**config.mk**
```make
export PLATFORM = sky130hd
export DESIGN_NAME = depth_min_max_grey_stretch_unit_flat
export DESIGN_NICKNAME = d
export VERILOG_FILES = /design/src/hw/rtl/dmmgs_pkg.sv /design/src/hw/rtl/dmmgs_if.sv /design/src/hw/rtl/dmmgs_div.sv /design/src/hw/rtl/depth_min_max_grey_stretch_unit.sv /design/src/flat_wrapper.sv
export SDC_FILE = /design/constraint.sdc
export NUM_CORES = 1
export LEC_CHECK = 0
export BUFFER_PORTS_ARGS = -buffer_cell sky130_fd_sc_hd__buf_2
export CORE_ASPECT_RATIO = 0.6
export CORE_UTILIZATION = 55
export CTS_CLUSTER_SIZE = 12
export DETAILED_ROUTE_END_ITERATION = 8
export PLACE_DENSITY_LB_ADDON = 0.12
export REMOVE_ABC_BUFFERS = 1
export SYNTH_ARGS = -nofsm -noshare
export SYNTH_HDL_FRONTEND = slang
export SYNTH_SLANG_ARGS = --single-unit
```
**constraint.sdc**
```tcl
create_clock -name clock -period 6.3 [get_ports clock]
set_clock_uncertainty 0.2 [all_clocks]
set_input_delay 0.315 -clock clock [delete_from_list [all_inputs] [get_ports clock]]
set_output_delay 0.315 -clock clock [all_outputs]
set_load 0.1 [all_outputs]
```
**src/hw/rtl/dmmgs_pkg.sv**
```systemverilog
`default_nettype none

package dmmgs_pkg;

   localparam int ACTION_W           = 2;
   localparam int REQ_DEPTH_W        = 15;
   localparam int PIXEL_W            = 24;
   localparam int GREY_W             = 8;
   localparam int DEPTH_BITS_DEFAULT = 15;

   typedef enum logic [ACTION_W-1:0] {
      ACT_MEASURE = 2'd0,
      ACT_CONVERT = 2'd1,
      ACT_COLOR   = 2'd2
   } action_type;

   typedef enum logic {
      TOP_IDLE,
      TOP_WAIT
   } top_state_type;

   typedef enum logic [2:0] {
      DIV_IDLE,
      DIV_SCALE,
      DIV_CLAMP,
      DIV_STEP,
      DIV_DONE
   } div_state_type;

   typedef struct packed {
      logic start;
   } div_ctrl_type;

   typedef struct packed {
      logic busy;
      logic done;
   } div_stat_type;

endpackage

`default_nettype wire

```
**src/hw/rtl/dmmgs_if.sv**
```systemverilog
`default_nettype none

interface dmmgs_req_if;
   logic                               valid;
   logic                               ready;
   logic [dmmgs_pkg::ACTION_W-1:0]     action;
   logic [dmmgs_pkg::REQ_DEPTH_W-1:0]  depth;
   logic [dmmgs_pkg::PIXEL_W-1:0]      color_pixel;
   logic                               frame_start;

   modport source (output valid, action, depth, color_pixel, frame_start, input ready);
   modport sink   (input valid, action, depth, color_pixel, frame_start, output ready);
endinterface

interface dmmgs_rsp_if;
   logic                           valid;
   logic                           ready;
   logic [dmmgs_pkg::PIXEL_W-1:0]  rgb;

   modport source (output valid, rgb, input ready);
   modport sink   (input valid, rgb, output ready);
endinterface

`default_nettype wire

```
**src/hw/rtl/dmmgs_div.sv**
```systemverilog
`default_nettype none

module dmmgs_div #(
   parameter int DEPTH_BITS = dmmgs_pkg::DEPTH_BITS_DEFAULT
) (
   input  wire                              clock,
   input  wire                              reset,
   input  wire dmmgs_pkg::div_ctrl_type     ctrl,
   input  wire  [DEPTH_BITS-1:0]            diff,
   input  wire  [DEPTH_BITS-1:0]            den,
   output dmmgs_pkg::div_stat_type          stat,
   output logic [dmmgs_pkg::GREY_W-1:0]     quotient
);

   localparam int GW = dmmgs_pkg::GREY_W;
   localparam int RW = DEPTH_BITS + GW;
   localparam int CW = $clog2(GW);

   dmmgs_pkg::div_state_type state_ff, state_in;
   logic [DEPTH_BITS-1:0] diff_ff, diff_in;
   logic [DEPTH_BITS-1:0] den_ff, den_in;
   logic [RW-1:0]         rem_ff, rem_in;
   logic [RW-1:0]         dsh_ff, dsh_in;
   logic [GW-1:0]         quo_ff, quo_in;
   logic [CW-1:0]         cnt_ff, cnt_in;

   always_ff @(posedge clock) begin
      if (reset) begin
         state_ff <= dmmgs_pkg::DIV_IDLE;
      end else begin
         state_ff <= state_in;
      end
      diff_ff <= diff_in;
      den_ff  <= den_in;
      rem_ff  <= rem_in;
      dsh_ff  <= dsh_in;
      quo_ff  <= quo_in;
      cnt_ff  <= cnt_in;
   end

   always_comb begin
      state_in = state_ff;
      case (state_ff)
         dmmgs_pkg::DIV_IDLE:  if (ctrl.start) state_in = dmmgs_pkg::DIV_SCALE;
         dmmgs_pkg::DIV_SCALE: state_in = dmmgs_pkg::DIV_CLAMP;
         dmmgs_pkg::DIV_CLAMP: begin
            if (rem_ff >= {den_ff, {GW{1'b0}}}) state_in = dmmgs_pkg::DIV_DONE;
            else                                state_in = dmmgs_pkg::DIV_STEP;
         end
         dmmgs_pkg::DIV_STEP:  if (cnt_ff == '0) state_in = dmmgs_pkg::DIV_DONE;
         dmmgs_pkg::DIV_DONE:  state_in = dmmgs_pkg::DIV_IDLE;
         default:              state_in = dmmgs_pkg::DIV_IDLE;
      endcase
   end

   always_comb begin
      diff_in = diff_ff;
      den_in  = den_ff;
      rem_in  = rem_ff;
      dsh_in  = dsh_ff;
      quo_in  = quo_ff;
      cnt_in  = cnt_ff;
      case (state_ff)
         dmmgs_pkg::DIV_IDLE: begin
            if (ctrl.start) begin
               diff_in = diff;
               den_in  = den;
            end
         end
         // scale by 255 as x*256 - x
         dmmgs_pkg::DIV_SCALE: begin
            rem_in = {diff_ff, {GW{1'b0}}} - {{GW{1'b0}}, diff_ff};
         end
         // saturate when the quotient would not fit a byte
         dmmgs_pkg::DIV_CLAMP: begin
            if (rem_ff >= {den_ff, {GW{1'b0}}}) begin
               quo_in = '1;
            end else begin
               quo_in = '0;
               dsh_in = {1'b0, den_ff, {(GW-1){1'b0}}};
               cnt_in = CW'(GW - 1);
            end
         end
         dmmgs_pkg::DIV_STEP: begin
            if (rem_ff >= dsh_ff) begin
               rem_in = rem_ff - dsh_ff;
               quo_in = {quo_ff[GW-2:0], 1'b1};
            end else begin
               quo_in = {quo_ff[GW-2:0], 1'b0};
            end
            dsh_in = dsh_ff >> 1;
            cnt_in = cnt_ff - 1'b1;
         end
         default: begin
         end
      endcase
   end

   always_comb begin
      stat.busy = (state_ff != dmmgs_pkg::DIV_IDLE);
      stat.done = (state_ff == dmmgs_pkg::DIV_DONE);
      quotient  = quo_ff;
   end

endmodule

`default_nettype wire

```
**src/hw/rtl/depth_min_max_grey_stretch_unit.sv**
```systemverilog
// Depth min/max grey stretch with color byte reorder.
// req channel carries action, depth, color_pixel and frame_start; rsp carries rgb.
// A measure transfer updates the running nonzero minimum and the maximum
// (frame_start clears them first) and gives no result. A convert transfer gives
// the grey byte (v - min) * 255 / range, clamped to 0..255, in all three bytes.
// A color transfer gives the pixel with its byte order reversed.
// Measure, color and convert of a sample below the minimum or while the maximum
// is below the minimum skip the divider; a result is in the rsp register the
// cycle after the transfer, and such transfers can follow every cycle while
// the receiver keeps up. Other converts run through a serial divider that
// retires one quotient bit per cycle: a scale step, a saturation test, eight
// quotient steps and a hand-over step; a saturated quotient skips the quotient
// steps and goes straight to the hand-over.
// req.ready is low while the divider runs and while a result sits in the rsp
// register that the receiver does not take in the same cycle; a stalled rsp
// holds its value. Reset sets the minimum to all ones, the maximum to zero,
// and empties the rsp register.
`default_nettype none

module depth_min_max_grey_stretch_unit #(
   parameter int DEPTH_BITS = dmmgs_pkg::DEPTH_BITS_DEFAULT
) (
   input wire          clock,
   input wire          reset,
   dmmgs_req_if.sink   req,
   dmmgs_rsp_if.source rsp
);

   localparam int GW = dmmgs_pkg::GREY_W;
   localparam int PW = dmmgs_pkg::PIXEL_W;

   dmmgs_pkg::top_state_type state_ff, state_in;
   logic [DEPTH_BITS-1:0] min_ff, min_in;
   logic [DEPTH_BITS-1:0] max_ff, max_in;
   logic                  rsp_valid_ff, rsp_valid_in;
   logic [PW-1:0]         rsp_rgb_ff, rsp_rgb_in;

   logic [DEPTH_BITS-1:0] sample;
   logic [DEPTH_BITS-1:0] base_min;
   logic [DEPTH_BITS-1:0] base_max;
   logic [DEPTH_BITS-1:0] diff;
   logic [DEPTH_BITS-1:0] den;
   logic                  grey_zero;
   logic                  accept;
   logic                  out_free;
   logic [GW-1:0]         quotient;

   dmmgs_pkg::div_ctrl_type div_ctrl;
   dmmgs_pkg::div_stat_type div_stat;

   dmmgs_div #(
      .DEPTH_BITS (DEPTH_BITS)
   ) u_div (
      .clock    (clock),
      .reset    (reset),
      .ctrl     (div_ctrl),
      .diff     (diff),
      .den      (den),
      .stat     (div_stat),
      .quotient (quotient)
   );

   assign sample    = req.depth[DEPTH_BITS-1:0];
   assign out_free  = !rsp_valid_ff || rsp.ready;
   assign accept    = req.valid && req.ready;
   assign grey_zero = (max_ff < min_ff) || (sample < min_ff);
   assign diff      = sample - min_ff;
   assign den       = (max_ff == min_ff) ? DEPTH_BITS'(1) : (max_ff - min_ff);

   always_ff @(posedge clock) begin
      if (reset) begin
         state_ff     <= dmmgs_pkg::TOP_IDLE;
         min_ff       <= '1;
         max_ff       <= '0;
         rsp_valid_ff <= 1'b0;
      end else begin
         state_ff     <= state_in;
         min_ff       <= min_in;
         max_ff       <= max_in;
         rsp_valid_ff <= rsp_valid_in;
      end
      rsp_rgb_ff <= rsp_rgb_in;
   end

   always_comb begin
      state_in = state_ff;
      case (state_ff)
         dmmgs_pkg::TOP_IDLE: begin
            if (accept && req.action == dmmgs_pkg::ACT_CONVERT && !grey_zero) begin
               state_in = dmmgs_pkg::TOP_WAIT;
            end
         end
         dmmgs_pkg::TOP_WAIT: if (div_stat.done) state_in = dmmgs_pkg::TOP_IDLE;
         default:             state_in = dmmgs_pkg::TOP_IDLE;
      endcase
   end

   always_comb begin
      req.ready = (state_ff == dmmgs_pkg::TOP_IDLE) && out_free;
      div_ctrl.start = accept && (req.action == dmmgs_pkg::ACT_CONVERT) && !grey_zero;
      rsp.valid = rsp_valid_ff;
      rsp.rgb   = rsp_rgb_ff;
   end

   always_comb begin
      base_min = req.frame_start ? '1 : min_ff;
      base_max = req.frame_start ? '0 : max_ff;
      min_in   = min_ff;
      max_in   = max_ff;
      if (accept && req.action == dmmgs_pkg::ACT_MEASURE) begin
         min_in = (sample != '0 && sample < base_min) ? sample : base_min;
         max_in = (sample > base_max) ? sample : base_max;
      end
   end

   always_comb begin
      rsp_valid_in = rsp_valid_ff && !rsp.ready;
      rsp_rgb_in   = rsp_rgb_ff;
      if (div_stat.done) begin
         rsp_valid_in = 1'b1;
         rsp_rgb_in   = {3{quotient}};
      end else if (accept) begin
         case (req.action)
            dmmgs_pkg::ACT_CONVERT: begin
               if (grey_zero) begin
                  rsp_valid_in = 1'b1;
                  rsp_rgb_in   = '0;
               end
            end
            dmmgs_pkg::ACT_COLOR: begin
               rsp_valid_in = 1'b1;
               rsp_rgb_in   = {req.color_pixel[7:0], req.color_pixel[15:8],
                               req.color_pixel[23:16]};
            end
            default: begin
            end
         endcase
      end
   end

   a_wait_tracks_div: assert property (@(posedge clock) disable iff (reset)
      (state_ff == dmmgs_pkg::TOP_WAIT) == div_stat.busy)
      else $error("sequencer state and divider activity disagree");

   a_no_take_while_div: assert property (@(posedge clock) disable iff (reset)
      div_stat.busy |-> !req.ready)
      else $error("request taken while divider runs");

   a_done_finds_room: assert property (@(posedge clock) disable iff (reset)
      div_stat.done |-> !rsp_valid_ff)
      else $error("divider result would overwrite a pending response");

   a_min_nonzero: assert property (@(posedge clock) disable iff (reset)
      min_ff != '0)
      else $error("minimum of nonzero samples became zero");

endmodule

`default_nettype wire

```
**src/flat_wrapper.sv**
```systemverilog
// flat-port wrapper written by rule: the top's interface ports become plain ports
module depth_min_max_grey_stretch_unit_flat 
#(
   parameter int DEPTH_BITS = dmmgs_pkg::DEPTH_BITS_DEFAULT
)
  (clock, reset, req_valid, req_action, req_depth, req_color_pixel, req_frame_start, req_ready, rsp_valid, rsp_rgb, rsp_ready);
  dmmgs_req_if req_i ();
  dmmgs_rsp_if rsp_i ();
  input wire clock;
  input wire reset;
  input wire logic [$bits(req_i.valid)-1:0] req_valid;
  input wire logic [$bits(req_i.action)-1:0] req_action;
  input wire logic [$bits(req_i.depth)-1:0] req_depth;
  input wire logic [$bits(req_i.color_pixel)-1:0] req_color_pixel;
  input wire logic [$bits(req_i.frame_start)-1:0] req_frame_start;
  output wire logic [$bits(req_i.ready)-1:0] req_ready;
  output wire logic [$bits(rsp_i.valid)-1:0] rsp_valid;
  output wire logic [$bits(rsp_i.rgb)-1:0] rsp_rgb;
  input wire logic [$bits(rsp_i.ready)-1:0] rsp_ready;
  assign req_i.valid = req_valid;
  assign req_i.action = req_action;
  assign req_i.depth = req_depth;
  assign req_i.color_pixel = req_color_pixel;
  assign req_i.frame_start = req_frame_start;
  assign req_ready = req_i.ready;
  assign rsp_valid = rsp_i.valid;
  assign rsp_rgb = rsp_i.rgb;
  assign rsp_i.ready = rsp_ready;
  depth_min_max_grey_stretch_unit #(.DEPTH_BITS(DEPTH_BITS)) u_core (.clock(clock), .reset(reset), .req(req_i), .rsp(rsp_i));
endmodule
```
==> flow_metrics.env <==
export IMPL_status="finished clean"
export IMPL_reg2reg_depth=9
export IMPL_final_max_slew_violation_count=0
export IMPL_hp_start="reset"
export IMPL_n_antenna_cell=0
export IMPL_cts_hold_buffers=35
export IMPL_met1_usage=0.442
export IMPL_crit_path_frequent_cell="o31a_1"
export IMPL_ys_warn_count=0
export IMPL_totalWireLength_microns=23700
export IMPL_numPortBuffers=71
export IMPL_start_kind="flip-flop"
export IMPL_hpwlAfterDp_microns=17700
export IMPL_dieArea_sq_um=18400
export IMPL_vias=7913
export IMPL_vdd_drop_max_v=0.000177
export IMPL_grt_pass1_vias=7254
export IMPL_postLayoutCoreUtil=0.657
export IMPL_coreArea_sq_um=17300
export IMPL_die_y_microns=105
export IMPL_cts_clk_slew_worst_paths_ns=0.06
export IMPL_cts_setup_buffers=0
export IMPL_rr_startpoint="u_core.min_ff[1]$_SDFFE_PP1P_"
export IMPL_synth_common_cells="110 x edfxtp_1, 109 x ha_1, 85 x inv_1"
export IMPL_r2r_slack_ns=2.59
export IMPL_power_density_nw_per_um2=199
export IMPL_syn_inst=992
export IMPL_hold_slack_ns=0.00938
export IMPL_gp_congestion=0.878
export IMPL_start_util=0.568
export IMPL_rsz0062_at_grt="no"
export IMPL_maxCapViolCount=0
export IMPL_relSlewSlack=0.251
export IMPL_grtUsageTotal=0.269
export IMPL_synth_edf_count=110
export IMPL_ctsResizeCount=0
export IMPL_power_leakage_nw=4.95
export IMPL_ant_nets=0
export IMPL_drc=0
export IMPL_use_met2=0.345
export IMPL_clock_path_buffers=2
export IMPL_preCtsSetupSlack_ns=2.60
export IMPL_min_to="u_core.state_ff$_SDFF_PP0_"
export IMPL_avgViaCountPerCell=5.88
export IMPL_antenna_found_initial=0
export IMPL_worstHoldPathCells=2
export IMPL_grt_overflow=0
export IMPL_yosysUniqueCellTypes=79
export IMPL_dr_pass1_iters=5
export IMPL_arrival_ns=3.56
export IMPL_final_net_count=1258
export IMPL_finalCritPeriodShare=0.590
export IMPL_cts_htree_levels=4
export IMPL_fin_ws_ns=2.59
export IMPL_async_flop_share=0
export IMPL_post_dp_cell_area_sq_um=10500
export IMPL_crit_path_end_kind="flip-flop"
export IMPL_crit_chain="inv_1 > ha_1 > nor2b_1 > o31a_1 > o221a_2 > o31a_1 > o32a_1 > nand2_1 > a31o_1"
export IMPL_post_synth_top_count_cell="edfxtp_1"
export IMPL_drive_above_1_share=0.125
export IMPL_max_freq_mhz=269
export IMPL_final_hold_violation_count=0
export IMPL_wl_per_cell_microns=17.6
export IMPL_synth_top_flop_cell="edfxtp_1"
export IMPL_crit_type="reg -> reg"
export IMPL_finalSetupTns_ns=0
export IMPL_row_count=37
export IMPL_critPathMaxFanout=24
export IMPL_tritoncts="yes"
export IMPL_reg2reg_to="u_core.rsp.rgb[19]$_DFFE_PP_"
export IMPL_synth_top_area_share=0.337
export IMPL_cts_sinks=145
export IMPL_tightestPinTransition_ns=1.12
export IMPL_postLayoutCellArea_sq_um=11300
export IMPL_areaGrowthSynthToFinish_pct=15.7
export IMPL_hold_class="in -> reg"
export IMPL_synth_seq_cells=145
export IMPL_fp_dieW_microns=174
export IMPL_synth_top_area_cell="edfxtp_1"
export IMPL_grt_max_degree=54
export IMPL_clk_latency_ns=0.43
export IMPL_cts_buffers=17
export IMPL_critPathRequiredTime_ns=6.15
export IMPL_crit_path_top_delay_cell="a31o_1"
export IMPL_setup_viol=0
export IMPL_syn_area_sq_um=9800
export IMPL_root_buffer="clkbuf_16"
export IMPL_grt_pass1_wl_microns=38400
export IMPL_drt_iter0_drc=666
export IMPL_yosysSeqAreaShare=0.408
export IMPL_avgSynthCellArea_sq_um=9.88
export IMPL_synth_area_top_cells="edfxtp_1 34%, ha_1 14%, dfxtp_1 7.1%, a22o_1 3.6%, a21oi_1 3.3%"
export IMPL_period_needed_ns=3.71
export IMPL_num_io_pins=72
export IMPL_slowest_delay_ns=0.87
export IMPL_grt_busiest_layer="met1"
export IMPL_grtUsageMet3=0.0588
## layout make-up
cell class | instances | area, sq um
timing repair buffer | 116 | 781
multi-input combinational | 734 | 5400
clock buffer | 17 | 425
tap | 234 | 293
sequential | 145 | 4000
clock inverter | 14 | 116
inverter | 86 | 323
fill | 1365 | 5920
## per-stage QoR
stage / instances / power, W
finish: 1346 / 0.00225
global route: 1346 / 0.00233
CTS: 1346 / 0.00226
detailed placement: 1280 / 0.00130
global placement: 1280 / 0.00130
floorplan: 965 / 0.00123
## kinds of logic after synthesis
group | after synthesis | synth area share
adder cells (fa/ha/maj) | 112 | 0.145
AND/OR/NAND/NOR | 273 | 0.140
flip-flops | 145 | 0.408
buffers and inverters | 113 | 0.0442
multiplexers | 11 | 0.0112
AO/OA/AOI/OAI | 284 | 0.203
XOR/XNOR | 54 | 0.0482
## critical path, delay by kind of cell, from the launching register on
kind,cells,cell delay [ns]
AOI/OAI and AO/OA,5,2.12
adders and majority gates,1,0.30
buffers and inverters,1,0.12
DFF,1,0.35
and+or+nand+nor,2,0.23
## cells in the final DEF (no fill, tap or decap), types with 40 or more instances in the layout
cell / instances
nand2_1: 63
a21oi_1: 63
a22o_1: 40
inv_1: 85
nor2_1: 82
edfxtp_1: 110
ha_1: 109
buf_2: 71
## routing by layer
metal  up-vias  wire length (microns)
li1       3863                      -
met4         0                    256
met5         -                      0
met2       291                   8970
met1      3738                  12400
met3        21                   2040
## state kept, by name, summed over array words and instances (netlist names)
name / flops
u_core.rsp.rgb: 24
u_core.u_div.rem_ff: 23
u_core.u_div.dsh_ff: 22
u_core.max_ff: 15
u_core.min_ff: 15
u_core.u_div.den_ff: 15
u_core.u_div.diff_ff: 15
u_core.u_div.quotient: 8
u_core.u_div.cnt_ff: 3
u_core.u_div.state_ff: 3
u_core.rsp.valid: 1
u_core.state_ff: 1
## worst max-delay path by stage
stage | startpoint | end | slack [ns]
4_1_cts | u_core.min_ff[1]$_SDFFE_PP1P_ | u_core.rsp.rgb[5]$_DFFE_PP_ | 2.60
3_3_place_gp | u_core.min_ff[1]$_SDFFE_PP1P_ | u_core.rsp.rgb[15]$_DFFE_PP_ | 2.64
3_5_place_dp | u_core.min_ff[1]$_SDFFE_PP1P_ | u_core.rsp.rgb[12]$_DFFE_PP_ | 2.60
6_report | u_core.min_ff[1]$_SDFFE_PP1P_ | u_core.rsp.rgb[19]$_DFFE_PP_ | 2.59
5_1_grt | u_core.min_ff[1]$_SDFFE_PP1P_ | u_core.rsp.rgb[8]$_DFFE_PP_ | 2.41
2_1_floorplan | u_core.u_div.rem_ff[1]$_DFFE_PP_ | u_core.u_div.rem_ff[0]$_DFFE_PP_ | 2.19
## report_power, final
part | switching [W] | internal [W] | leakage, nW
combinational | 0.000164 | 0.0000895 | 3.39
clock | 0.000415 | 0.000538 | 0.252
sequential | 0.00000728 | 0.00104 | 1.31
Note: power is estimated with default switching activity, not from simulation.
